[src/hdl/rhrp_pkg.sv]
// shared types and constants of the hold ramp pedal
package rhrp_pkg;

	localparam int unsigned CfgIdxW  = 2;
	localparam int unsigned CfgDataW = 16;
	localparam int unsigned TimeW    = 16;
	localparam int unsigned PosW     = 8;
	localparam int unsigned ElapsedW = 8;

	// quotient bits produced by the divider, one per step
	localparam int unsigned DivSteps = PosW;
	localparam int unsigned DivCntW  = $clog2(DivSteps);

	localparam logic [TimeW-1:0] HoldTimeoutRst  = TimeW'(500);
	localparam logic [TimeW-1:0] RampUpTimeRst   = TimeW'(1000);
	localparam logic [TimeW-1:0] RampDownTimeRst = TimeW'(1000);
	localparam logic [PosW-1:0]  MaxPositionRst  = PosW'(255);

	typedef enum logic [1:0] {
		REQ_TICK    = 2'd0,
		REQ_PUSH    = 2'd1,
		REQ_RELEASE = 2'd2,
		REQ_PULL    = 2'd3
	} req_t;

	typedef enum logic [CfgIdxW-1:0] {
		CFG_HOLD_TIMEOUT   = 2'd0,
		CFG_RAMP_UP_TIME   = 2'd1,
		CFG_RAMP_DOWN_TIME = 2'd2,
		CFG_MAX_POSITION   = 2'd3
	} cfg_idx_t;

	typedef struct packed {
		logic start;
		logic div_step;
		logic finish;
	} rhrp_cmd_t;

	typedef struct packed {
		logic tick;
		logic div_last;
	} rhrp_sts_t;

endpackage

[src/hdl/rhrp_ctrl.sv]
// sequencer: accepts a word, runs the divider for ticks, hands the result on
module rhrp_ctrl import rhrp_pkg::*; (
	input  logic      clk,
	input  logic      arst_n,
	input  logic      in_valid,
	output logic      in_ready,
	output logic      out_valid,
	input  logic      out_ready,
	input  rhrp_sts_t sts,
	output rhrp_cmd_t cmd
);

	typedef enum logic [2:0] {
		S_IDLE = 3'b001,
		S_DIV  = 3'b010,
		S_FIN  = 3'b100
	} state_t;

	state_t state_q, state_d;
	logic   out_valid_q;

	always_comb begin
		state_d      = state_q;
		cmd          = '0;
		in_ready     = 1'b0;
		unique case (state_q)
			S_IDLE: begin
				in_ready = 1'b1;
				if (in_valid) begin
					cmd.start = 1'b1;
					state_d   = sts.tick ? S_DIV : S_FIN;
				end
			end
			S_DIV: begin
				cmd.div_step = 1'b1;
				if (sts.div_last) begin
					state_d = S_FIN;
				end
			end
			S_FIN: begin
				// wait for the output register to be free
				if (!out_valid_q || out_ready) begin
					cmd.finish = 1'b1;
					state_d    = S_IDLE;
				end
			end
			default: begin
				state_d = S_IDLE;
			end
		endcase
	end

	always_ff @(posedge clk or negedge arst_n) begin
		if (!arst_n) begin
			state_q     <= S_IDLE;
			out_valid_q <= 1'b0;
		end else begin
			state_q <= state_d;
			if (cmd.finish) begin
				out_valid_q <= 1'b1;
			end else if (out_ready) begin
				out_valid_q <= 1'b0;
			end
		end
	end

	assign out_valid = out_valid_q;

endmodule

[src/hdl/rhrp_datapath.sv]
// config registers, hold counter, restoring divider and position update
module rhrp_datapath import rhrp_pkg::*; (
	input  logic                clk,
	input  logic                arst_n,
	input  logic                cfg_we,
	input  logic [CfgIdxW-1:0]  cfg_index,
	input  logic [CfgDataW-1:0] cfg_data,
	input  logic [1:0]          req_type,
	input  logic [ElapsedW-1:0] elapsed,
	input  rhrp_cmd_t           cmd,
	output rhrp_sts_t           sts,
	output logic                pressed,
	output logic [PosW-1:0]     pedal_position
);

	logic [TimeW-1:0]   hold_timeout_q, ramp_up_time_q, ramp_down_time_q;
	logic [PosW-1:0]    max_position_q;
	logic [TimeW-1:0]   hold_q;
	logic               held_q;
	logic [PosW-1:0]    pos_q;
	logic               tick_q;
	logic               sat_q;
	logic [TimeW-1:0]   rem_q;
	logic [TimeW-1:0]   div_q;
	logic [PosW-1:0]    quo_q;
	logic [DivCntW-1:0] cnt_q;
	logic               pressed_q;
	logic [PosW-1:0]    pos_out_q;

	logic [TimeW-1:0]   elapsed_ext;
	logic [TimeW-1:0]   hold_dec;
	logic               held_tick;
	logic [TimeW-1:0]   ramp_sel;
	logic [TimeW-1:0]   ramp_eff;
	logic [TimeW:0]     rem_shl;
	logic [TimeW:0]     rem_sub;
	logic               rem_ge;
	logic [PosW-1:0]    step;
	logic [PosW:0]      pos_sum;
	logic [PosW-1:0]    pos_tick;
	logic [PosW-1:0]    pos_next;

	assign elapsed_ext = TimeW'(elapsed);
	assign hold_dec    = (hold_q > elapsed_ext) ? hold_q - elapsed_ext : '0;
	assign held_tick   = (hold_dec != '0);
	assign ramp_sel    = held_tick ? ramp_up_time_q : ramp_down_time_q;
	// a zero ramp time counts as one
	assign ramp_eff    = (ramp_sel == '0) ? TimeW'(1) : ramp_sel;

	assign rem_shl = {rem_q, 1'b0};
	assign rem_sub = rem_shl - {1'b0, div_q};
	assign rem_ge  = !rem_sub[TimeW];

	// elapsed >= ramp means the quotient would pass the 8-bit range
	assign step    = sat_q ? {PosW{1'b1}} : quo_q;
	assign pos_sum = {1'b0, pos_q} + {1'b0, step};

	always_comb begin
		if (held_q) begin
			pos_tick = (pos_sum > {1'b0, max_position_q}) ? max_position_q : pos_sum[PosW-1:0];
		end else begin
			pos_tick = (pos_q > step) ? pos_q - step : '0;
		end
	end

	assign pos_next = tick_q ? pos_tick : pos_q;

	assign sts.tick     = (req_t'(req_type) == REQ_TICK);
	assign sts.div_last = (cnt_q == DivCntW'(DivSteps - 1));

	always_ff @(posedge clk or negedge arst_n) begin
		if (!arst_n) begin
			hold_timeout_q   <= HoldTimeoutRst;
			ramp_up_time_q   <= RampUpTimeRst;
			ramp_down_time_q <= RampDownTimeRst;
			max_position_q   <= MaxPositionRst;
		end else if (cfg_we) begin
			unique case (cfg_idx_t'(cfg_index))
				CFG_HOLD_TIMEOUT:   hold_timeout_q   <= cfg_data[TimeW-1:0];
				CFG_RAMP_UP_TIME:   ramp_up_time_q   <= cfg_data[TimeW-1:0];
				CFG_RAMP_DOWN_TIME: ramp_down_time_q <= cfg_data[TimeW-1:0];
				CFG_MAX_POSITION:   max_position_q   <= cfg_data[PosW-1:0];
				default: ;
			endcase
		end
	end

	always_ff @(posedge clk or negedge arst_n) begin
		if (!arst_n) begin
			hold_q <= '0;
			held_q <= 1'b0;
			pos_q  <= '0;
			tick_q <= 1'b0;
		end else if (cmd.start) begin
			tick_q <= sts.tick;
			unique case (req_t'(req_type))
				REQ_TICK: begin
					hold_q <= hold_dec;
					held_q <= held_tick;
				end
				REQ_PUSH: begin
					hold_q <= hold_timeout_q;
					held_q <= 1'b1;
				end
				REQ_RELEASE: begin
					held_q <= 1'b0;
				end
				REQ_PULL: begin
					hold_q <= '0;
					held_q <= 1'b0;
					pos_q  <= '0;
				end
				default: ;
			endcase
		end else if (cmd.finish) begin
			pos_q <= pos_next;
		end
	end

	// restoring division of elapsed*256 by the ramp time, one quotient bit a step
	always_ff @(posedge clk) begin
		if (cmd.start) begin
			rem_q <= elapsed_ext;
			div_q <= ramp_eff;
			sat_q <= (elapsed_ext >= ramp_eff);
			cnt_q <= '0;
		end else if (cmd.div_step) begin
			rem_q <= rem_ge ? rem_sub[TimeW-1:0] : rem_shl[TimeW-1:0];
			quo_q <= {quo_q[PosW-2:0], rem_ge};
			cnt_q <= cnt_q + DivCntW'(1);
		end
	end

	always_ff @(posedge clk) begin
		if (cmd.finish) begin
			pressed_q <= held_q;
			pos_out_q <= pos_next;
		end
	end

	assign pressed        = pressed_q;
	assign pedal_position = pos_out_q;

endmodule

[src/hdl/retriggered_hold_ramp_pedal_core.sv]
// sequence: a word is accepted in idle; a tick word then runs the 8-step restoring divider
// before the finishing state, other words go straight to it; finishing registers the result
// a new word is taken only once the last has finished; a waiting result stalls its finish only
// reset: asynchronous, clears hold counter, held flag and position to zero
// and returns the configuration registers to their default values
module retriggered_hold_ramp_pedal_core import rhrp_pkg::*; (
	input  logic                clk,
	input  logic                arst_n,
	input  logic                in_valid,
	output logic                in_ready,
	input  logic [1:0]          req_type,
	input  logic [ElapsedW-1:0] elapsed,
	output logic                out_valid,
	input  logic                out_ready,
	output logic                pressed,
	output logic [PosW-1:0]     pedal_position,
	input  logic                cfg_we,
	input  logic [CfgIdxW-1:0]  cfg_index,
	input  logic [CfgDataW-1:0] cfg_data
);

	rhrp_cmd_t cmd;
	rhrp_sts_t sts;

	rhrp_ctrl u_ctrl (
		.clk       (clk),
		.arst_n    (arst_n),
		.in_valid  (in_valid),
		.in_ready  (in_ready),
		.out_valid (out_valid),
		.out_ready (out_ready),
		.sts       (sts),
		.cmd       (cmd)
	);

	rhrp_datapath u_datapath (
		.clk            (clk),
		.arst_n         (arst_n),
		.cfg_we         (cfg_we),
		.cfg_index      (cfg_index),
		.cfg_data       (cfg_data),
		.req_type       (req_type),
		.elapsed        (elapsed),
		.cmd            (cmd),
		.sts            (sts),
		.pressed        (pressed),
		.pedal_position (pedal_position)
	);

`ifndef NO_ASSERTIONS
	// one word in flight: no second word straight after an accepted one
	a_one_word: assert property (@(posedge clk) disable iff (!arst_n)
		in_valid && in_ready |=> !in_ready)
		else $error("second word accepted while one is in flight");

	// a new result is only produced from the finishing state
	a_result_from_fin: assert property (@(posedge clk) disable iff (!arst_n)
		$rose(out_valid) |-> !$past(in_ready))
		else $error("result produced outside the finishing state");

	// after a result is produced the sequencer is back to idle
	a_idle_after_result: assert property (@(posedge clk) disable iff (!arst_n)
		$rose(out_valid) |-> in_ready)
		else $error("sequencer not idle after producing a result");
`endif

endmodule
[config.mk]
export PLATFORM = sky130hd
export DESIGN_NAME = retriggered_hold_ramp_pedal_core
export DESIGN_NICKNAME = d
export VERILOG_FILES = /design/src/hdl/rhrp_pkg.sv /design/src/hdl/rhrp_ctrl.sv /design/src/hdl/rhrp_datapath.sv /design/src/hdl/retriggered_hold_ramp_pedal_core.sv
export SDC_FILE = /design/constraint.sdc
export NUM_CORES = 1
export LEC_CHECK = 0
export ABC_CLOCK_PERIOD_IN_PS = 5600
export BUFFER_PORTS_ARGS = -buffer_cell sky130_fd_sc_hd__buf_2
export CAP_MARGIN = 10
export CORE_MARGIN = 1
export CORE_UTILIZATION = 25
export CTS_CLUSTER_SIZE = 12
export DETAILED_ROUTE_END_ITERATION = 16
export PLACE_DENSITY_LB_ADDON = 0.25
export SLEW_MARGIN = 20
export SYNTH_ARGS = -nofsm -noshare
export SYNTH_HDL_FRONTEND = slang
export SYNTH_HIERARCHICAL = 1
export SYNTH_SLANG_ARGS = --single-unit
[constraint.sdc]
create_clock -name clk -period 5.6 [get_ports clk]
set_clock_uncertainty 0.05 [all_clocks]
set_input_delay 0.56 -clock clk [delete_from_list [all_inputs] [get_ports clk]]
set_output_delay 0.56 -clock clk [all_outputs]
set_load 0.05 [all_outputs]
Word level (Yosys, flattened, before mapping). Cells that the tools add are included.

Register bits after elaboration: 139. Input bits: 33. Output and inout bits: 11. Logic and storage cells: 91.

Add/sub/neg operators: 5. $lt $le $gt $ge: 4. Equal/unequal tests: 14. Mux-type cells: 29. Bitwise logic cells: 1. Reductions and logical operators: 20.

Operator list (number): 2-to-1 mux 8 bit (10); 2-to-1 mux 16 bit (4); case mux 16 bit (3 select lines) (1); subtractor 17 x 16 -> 17 bit (1); greater-or-equal comparator 8 x 16 -> 1 bit (1); greater-than comparator 16 x 8 -> 1 bit (1); zero test 16 bit (1); nonzero test 16 bit (1); subtractor 16 x 8 -> 16 bit (1); AND reduction 2 bit (7); 2-to-1 mux 3 bit (4); adder 8 x 8 -> 9 bit (1); greater-than comparator 9 x 8 -> 1 bit (1); case mux 3 bit (3 select lines) (1); == test 2 bit (second input constant) (4); greater-than comparator 8 bit (1); 2-to-1 mux 1 bit (8); subtractor 8 bit (1); == test 3 bit (second input constant) (2); nonzero test 2 bit (3); == test 2 x 1 -> 1 bit (second input constant) (2); zero test 2 bit (2); inequality test 2 x 1 -> 1 bit (second input constant) (2); inequality test 2 bit (second input constant) (2); other kinds (10) (11).

Logic depth before layout (Yosys ltp).
Word-level depth: 8. Depth in mapped cells: 23. Gate-level depth less buffers: 22.

Cells and area by module. Netlist, hierarchy kept.

By module, submodules not included: rhrp_datapath (times used 1, cells each 801, area an instance 8230.4 µm², seq. area each 3565.9 µm²); rhrp_ctrl (times used 1, cells each 23, area an instance 225.2 µm², seq. area each 101.3 µm²).

Worst setup path before layout. OpenSTA, ideal clock, no wires.

Kind: input -> register. Start point: in elapsed[0]. End point: reg u_datapath.sat_q, data pin. Library setup time: 0.256 ns. Data arrival time: 3.879 ns. Required time: 5.294 ns. Slack: 1.415 ns. Stages on the path: 21. Buffers on the path: 1. Path through: ha_1 fa_1 nand4_1 a21oi_1 o211ai_1 or4_1 nor4_1 a41oi_1 buf_4 nor2_1 a21oi_1 ha_1 nand2b_1 a21oi_1 nor2b_1 o21ai_0 a21oi_1 o21ai_0 nand2b_1 a21oi_1 a21oi_1.

Longest elaborated chain between the ends: 7. Elaborated cells between the ends (all ways): 8. Those cells by class: add/sub: 1; order compare: 2; mux: 3; reduce/logical: 2.

RTL lines: start, declared (line retriggered_hold_ramp_pedal_core.sv:12) `input logic [ElapsedW-1:0] elapsed,`; subtractor 16 x 8 -> 16 bit or greater-than comparator 16 x 8 -> 1 bit (tied branches) (line rhrp_datapath.sv:44) `assign hold_dec = (hold_q > elapsed_ext) ? hold_q - elapsed_ext : '0;`; 2-to-1 mux 16 bit (*) (line rhrp_datapath.sv:44); nonzero test 16 bit (*) (line rhrp_datapath.sv:45) `assign held_tick = (hold_dec != '0);`; 2-to-1 mux 16 bit (*) (line rhrp_datapath.sv:46) `assign ramp_sel = held_tick ? ramp_up_time_q : ramp_down_time_q;`; zero test 16 bit (line rhrp_datapath.sv:48) `assign ramp_eff = (ramp_sel == '0) ? TimeW'(1) : ramp_sel;`; 2-to-1 mux 16 bit (*) (line rhrp_datapath.sv:48); via u_datapath.ramp_eff[0] (line rhrp_datapath.sv:34) `logic [TimeW-1:0] ramp_eff;`; greater-or-equal comparator 8 x 16 -> 1 bit (*) (line rhrp_datapath.sv:125) `sat_q <= (elapsed_ext >= ramp_eff);`; end signal, assigned (line rhrp_datapath.sv:125); end, declared (line rhrp_datapath.sv:22) `logic sat_q;`.

Mark *: on every way through the listed nets, which the timed path passes. The rest lies on a longest branch. A chain may end at the register's enable or synchronous reset.

Final worst setup path.
Start point: reg u_datapath.hold_q[0]. End point: reg u_datapath.sat_q, data pin.

Longest elaborated chain between the ends: 7. Elaborated cells between the ends (all ways): 8. Those cells by class: add/sub: 1; order compare: 2; mux: 3; reduce/logical: 2.

RTL lines: start, declared (line rhrp_datapath.sv:18) `logic [TimeW-1:0] hold_q;`; start signal, assigned (line rhrp_datapath.sv:98) `hold_q <= hold_dec;`; start signal, assigned (line rhrp_datapath.sv:102) `hold_q <= hold_timeout_q;`; subtractor 16 x 8 -> 16 bit or greater-than comparator 16 x 8 -> 1 bit (tied branches) (line rhrp_datapath.sv:44); 2-to-1 mux 16 bit (*) (line rhrp_datapath.sv:44); nonzero test 16 bit (*) (line rhrp_datapath.sv:45); 2-to-1 mux 16 bit (*) (line rhrp_datapath.sv:46); zero test 16 bit (line rhrp_datapath.sv:48); 2-to-1 mux 16 bit (*) (line rhrp_datapath.sv:48); via u_datapath.ramp_eff[0] (line rhrp_datapath.sv:34); greater-or-equal comparator 8 x 16 -> 1 bit (*) (line rhrp_datapath.sv:125).

Marks and branches as above.

==> flow_summary.yaml <==
detailed_routing:
  drtIter0Drc: 384
  num_vias: 6162
  drc: 0
  drt_wl_total_um: 21400
  avgViaCountPerCell: 4.66
  ant_nets: 0
  wl_per_cell_um: 16.2
  drt_first_pass_iters: 4
floorplan:
  row_count: 66
  coreArea_mm2: 0.0329
  die_area_mm2: 0.0346
  pin_count: 44
  die-width_um: 186
  initial_core_util_pct: 25.7
  die_y_um: 186
clocking:
  cts-resized-gates: 0
  cts_root_buf: "clkbuf_16"
  post_cts_buffers: 0
  cts_made_buffers: 17
  htree_num_levels: 4
  cts_max_path_buffers: 2
  cts_sinks: 139
  tritoncts: "built"
  insertion_delay_ns: 0.42
  ctsHoldBuffers: 1
  clk_transition_reported_paths_ns: 0.06
setup_path:
  cp-start-kind: "flip-flop"
  worstSetupPathType: "reg -> reg"
  worstPathRequired_ns: 5.72
  path_max_fanout: 10
  critPathCaptureType: "flip-flop"
  arrival_ns: 4.72
  r2r-start: "u_datapath/hold_q[0]"
  crit_start: "u_datapath/hold_q[0]"
global_route:
  grt_pass1_vias: 6029
  overflow: 0
  grt_usage_pct: 12.9
  antenna_found_initial: 0
  grt_start_max_net_pins: 68
  grt_pass1_wl_um: 33800
synth:
  yosysTopAreaCell: "dfrtp_1"
  ys_ff_latch: 139
  synth_warnings: 6
  synth-main-ff-cell: "dfrtp_1"
  synth_nets: 920
  synth_cells: 824
  yosysTopAreaCellShare_pct: 17.5
  synthArstFlopShare_pct: 61.9
  synth_area_mm2: 0.00846
  synth_area_leaders: "dfrtp_1 17%, edfxtp_1 15%, ha_1 8.7%"
  synth_edf_count: 42
  synth_seq_area_share_pct: 43.4
  synthDistinctLibCells: 76
  synth_area_per_cell_um2: 10.3
power:
  ir_drop_v: 0.000249
  power_density_mw_per_mm2: 441
  leakage_nw: 4.04
cells_and_area:
  final_nets: 962
  area_delta_synth_final_pct: 15.2
  antenna_cells: 0
  final_cell_area_mm2: 0.00974
  fillers: 3495
  drive_above_1_share_pct: 22.8
timing:
  period_minus_slack_ns: 4.61
  fmaxAchievable_ghz: 0.217
  setup_violations: 0
  rsz0062_at_grt: "false"
  slew_viol_final: 0
  fin_crit_sh_pct: 82.3
  hold_viol: 0
  fin_ws_ns: 0.993
  setup_tns_ns: 0
  worst_pin_slew_ns: 0.995
  maxSlewHeadroom_pct: 33.5
job:
  drv_cap: 0
placed_design:
  placed_area_mm2: 0.00917
  io_buffers: 43
  dp_worst_setup_slack_ns: 0.724
  dp_hpwl_um: 15800
  gp_routability_congestion: 0.882
hold_path:
  hold_start: "out_ready"
  hp-class: "in -> reg"
outcome:
  status: "completed"
## kinds of logic (layout without fill, tap and decap cells)
family,Yosys count,count (layout),synth area share [%]
and+or+nand+nor,222,222,13.2
AOI/OAI and AO/OA,184,184,14.2
DFF,139,139,43.4
buffers and inverters,95,150,4.41
muxes,89,89,11.6
adders and majority gates,63,63,9.68
xor gates and xnor gates,32,32,3.54
## worst paths after layout
path | to | slack [ns] | depth (start not counted)
max | u_datapath/sat_q | 0.99 | 21
min | u_ctrl/out_valid | 0.32 | 2
max reg2reg | u_datapath/sat_q | 0.99 | 21
min reg2reg | u_datapath/quo_q[1] | 0.39 | 0
max in group asynchronous | u_datapath/hold_q[10] | 3.80 | 3
min in group asynchronous | u_datapath/pos_q[7] | 0.53 | 2
## worst max-delay path, cell delays in order, from the launching register on
cell,delay (ns)
dfrtp_1,0.32
inv_1,0.05
ha_1,0.20
fa_1,0.50
nand4_1,0.08
a21oi_1,0.13
o211ai_1,0.09
or4_1,0.50
nor4_1,0.38
a41oi_2,0.45
nor2_1,0.22
a21oi_1,0.08
ha_1,0.31
nand2b_1,0.14
a21oi_1,0.14
nor2b_1,0.06
o21ai_0,0.15
a21oi_1,0.09
o21ai_0,0.15
nand2b_1,0.08
a21oi_1,0.15
a21oi_1,0.05
## per-stage QoR
step           hold slack, ns  util (%)  total power, W  cells
3_5_place_dp            0.376      27.9         0.00323   1288
2_1_floorplan           0.214         -         0.00279    824
4_1_cts                 0.302      29.6         0.00433   1321
5_1_grt                 0.314      29.6         0.00461   1321
3_3_place_gp            0.373      27.9         0.00323   1288
6_report                0.315      29.6         0.00429   1321
## routing by layer
metal	up-vias	track usage (%)	routed length [um]
met3	12	2.72	605
li1	3044	-	-
met5	-	0	0
met2	83	21.0	10200
met1	3023	17.3	10500
met4	0	2.85	164
## state kept, by name (all words and copies together), names as in the netlist, 3 cells and up
| register | flops |
|---|---|
| u_datapath/div_q | 16 |
| u_datapath/hold_q | 16 |
| u_datapath/hold_timeout_q | 16 |
| u_datapath/ramp_down_time_q | 16 |
| u_datapath/ramp_up_time_q | 16 |
| u_datapath/rem_q | 16 |
| u_datapath/max_position_q | 8 |
| u_datapath/pedal_position | 8 |
| u_datapath/pos_q | 8 |
| u_datapath/quo_q | 8 |
| u_ctrl/state_q | 3 |
| u_datapath/cnt_q | 3 |
## cell usage after synthesis (13+ instances only)
cell / number
clkbuf_1: 20
nor2b_1: 14
o21ai_0: 45
xnor2_1: 26
or2_2: 13
ha_1: 59
dfstp_2: 27
inv_1: 67
mux2i_1: 18
nor2_1: 64
nor3_1: 19
a21oi_1: 59
nand3_1: 20
mux2_2: 63
nand2_1: 45
dfrtp_1: 59
edfxtp_1: 42
## layout by cell type, fill, tap and decap left out, types with 4 or more instances in the layout
master	count
a21o_1	6
a21oi_1	59
a22oi_1	10
a311oi_1	4
buf_2	42
buf_4	7
clkbuf_16	18
clkinv_4	5
dfrtp_1	59
dfstp_2	27
dfxtp_1	11
edfxtp_1	42
fa_1	4
ha_1	59
inv_1	67
mux2_1	8
mux2_2	63
mux2i_1	18
nand2_1	45
nand2b_1	7
nand3_1	20
nand3b_1	7
nand4_1	4
nor2_1	64
nor2b_1	13
nor3_1	19
nor4_1	9
o211ai_1	4
o21a_1	9
o21ai_0	45
o21bai_1	4
or2_2	13
xnor2_1	26
xor2_1	5
## layout make-up
cell class,instances,area (um^2),area share (%)
Multi-Input combinational cell,590,4430,45.5
Sequential cell,139,3670,37.7
Tap cell,442,553,5.68
Clock buffer,21,472,4.84
Timing Repair Buffer,50,273,2.80
Inverter,68,256,2.63
Clock inverter,11,85.1,0.874
## power breakdown
| part | switching (W) | internal, W | leakage (nW) |
|---|---|---|---|
| logic | 0.000973 | 0.000745 | 2.27 |
| registers | 0.000187 | 0.00131 | 1.50 |
| clock network | 0.000464 | 0.000611 | 0.278 |
(Power assumes the default switching activity.)
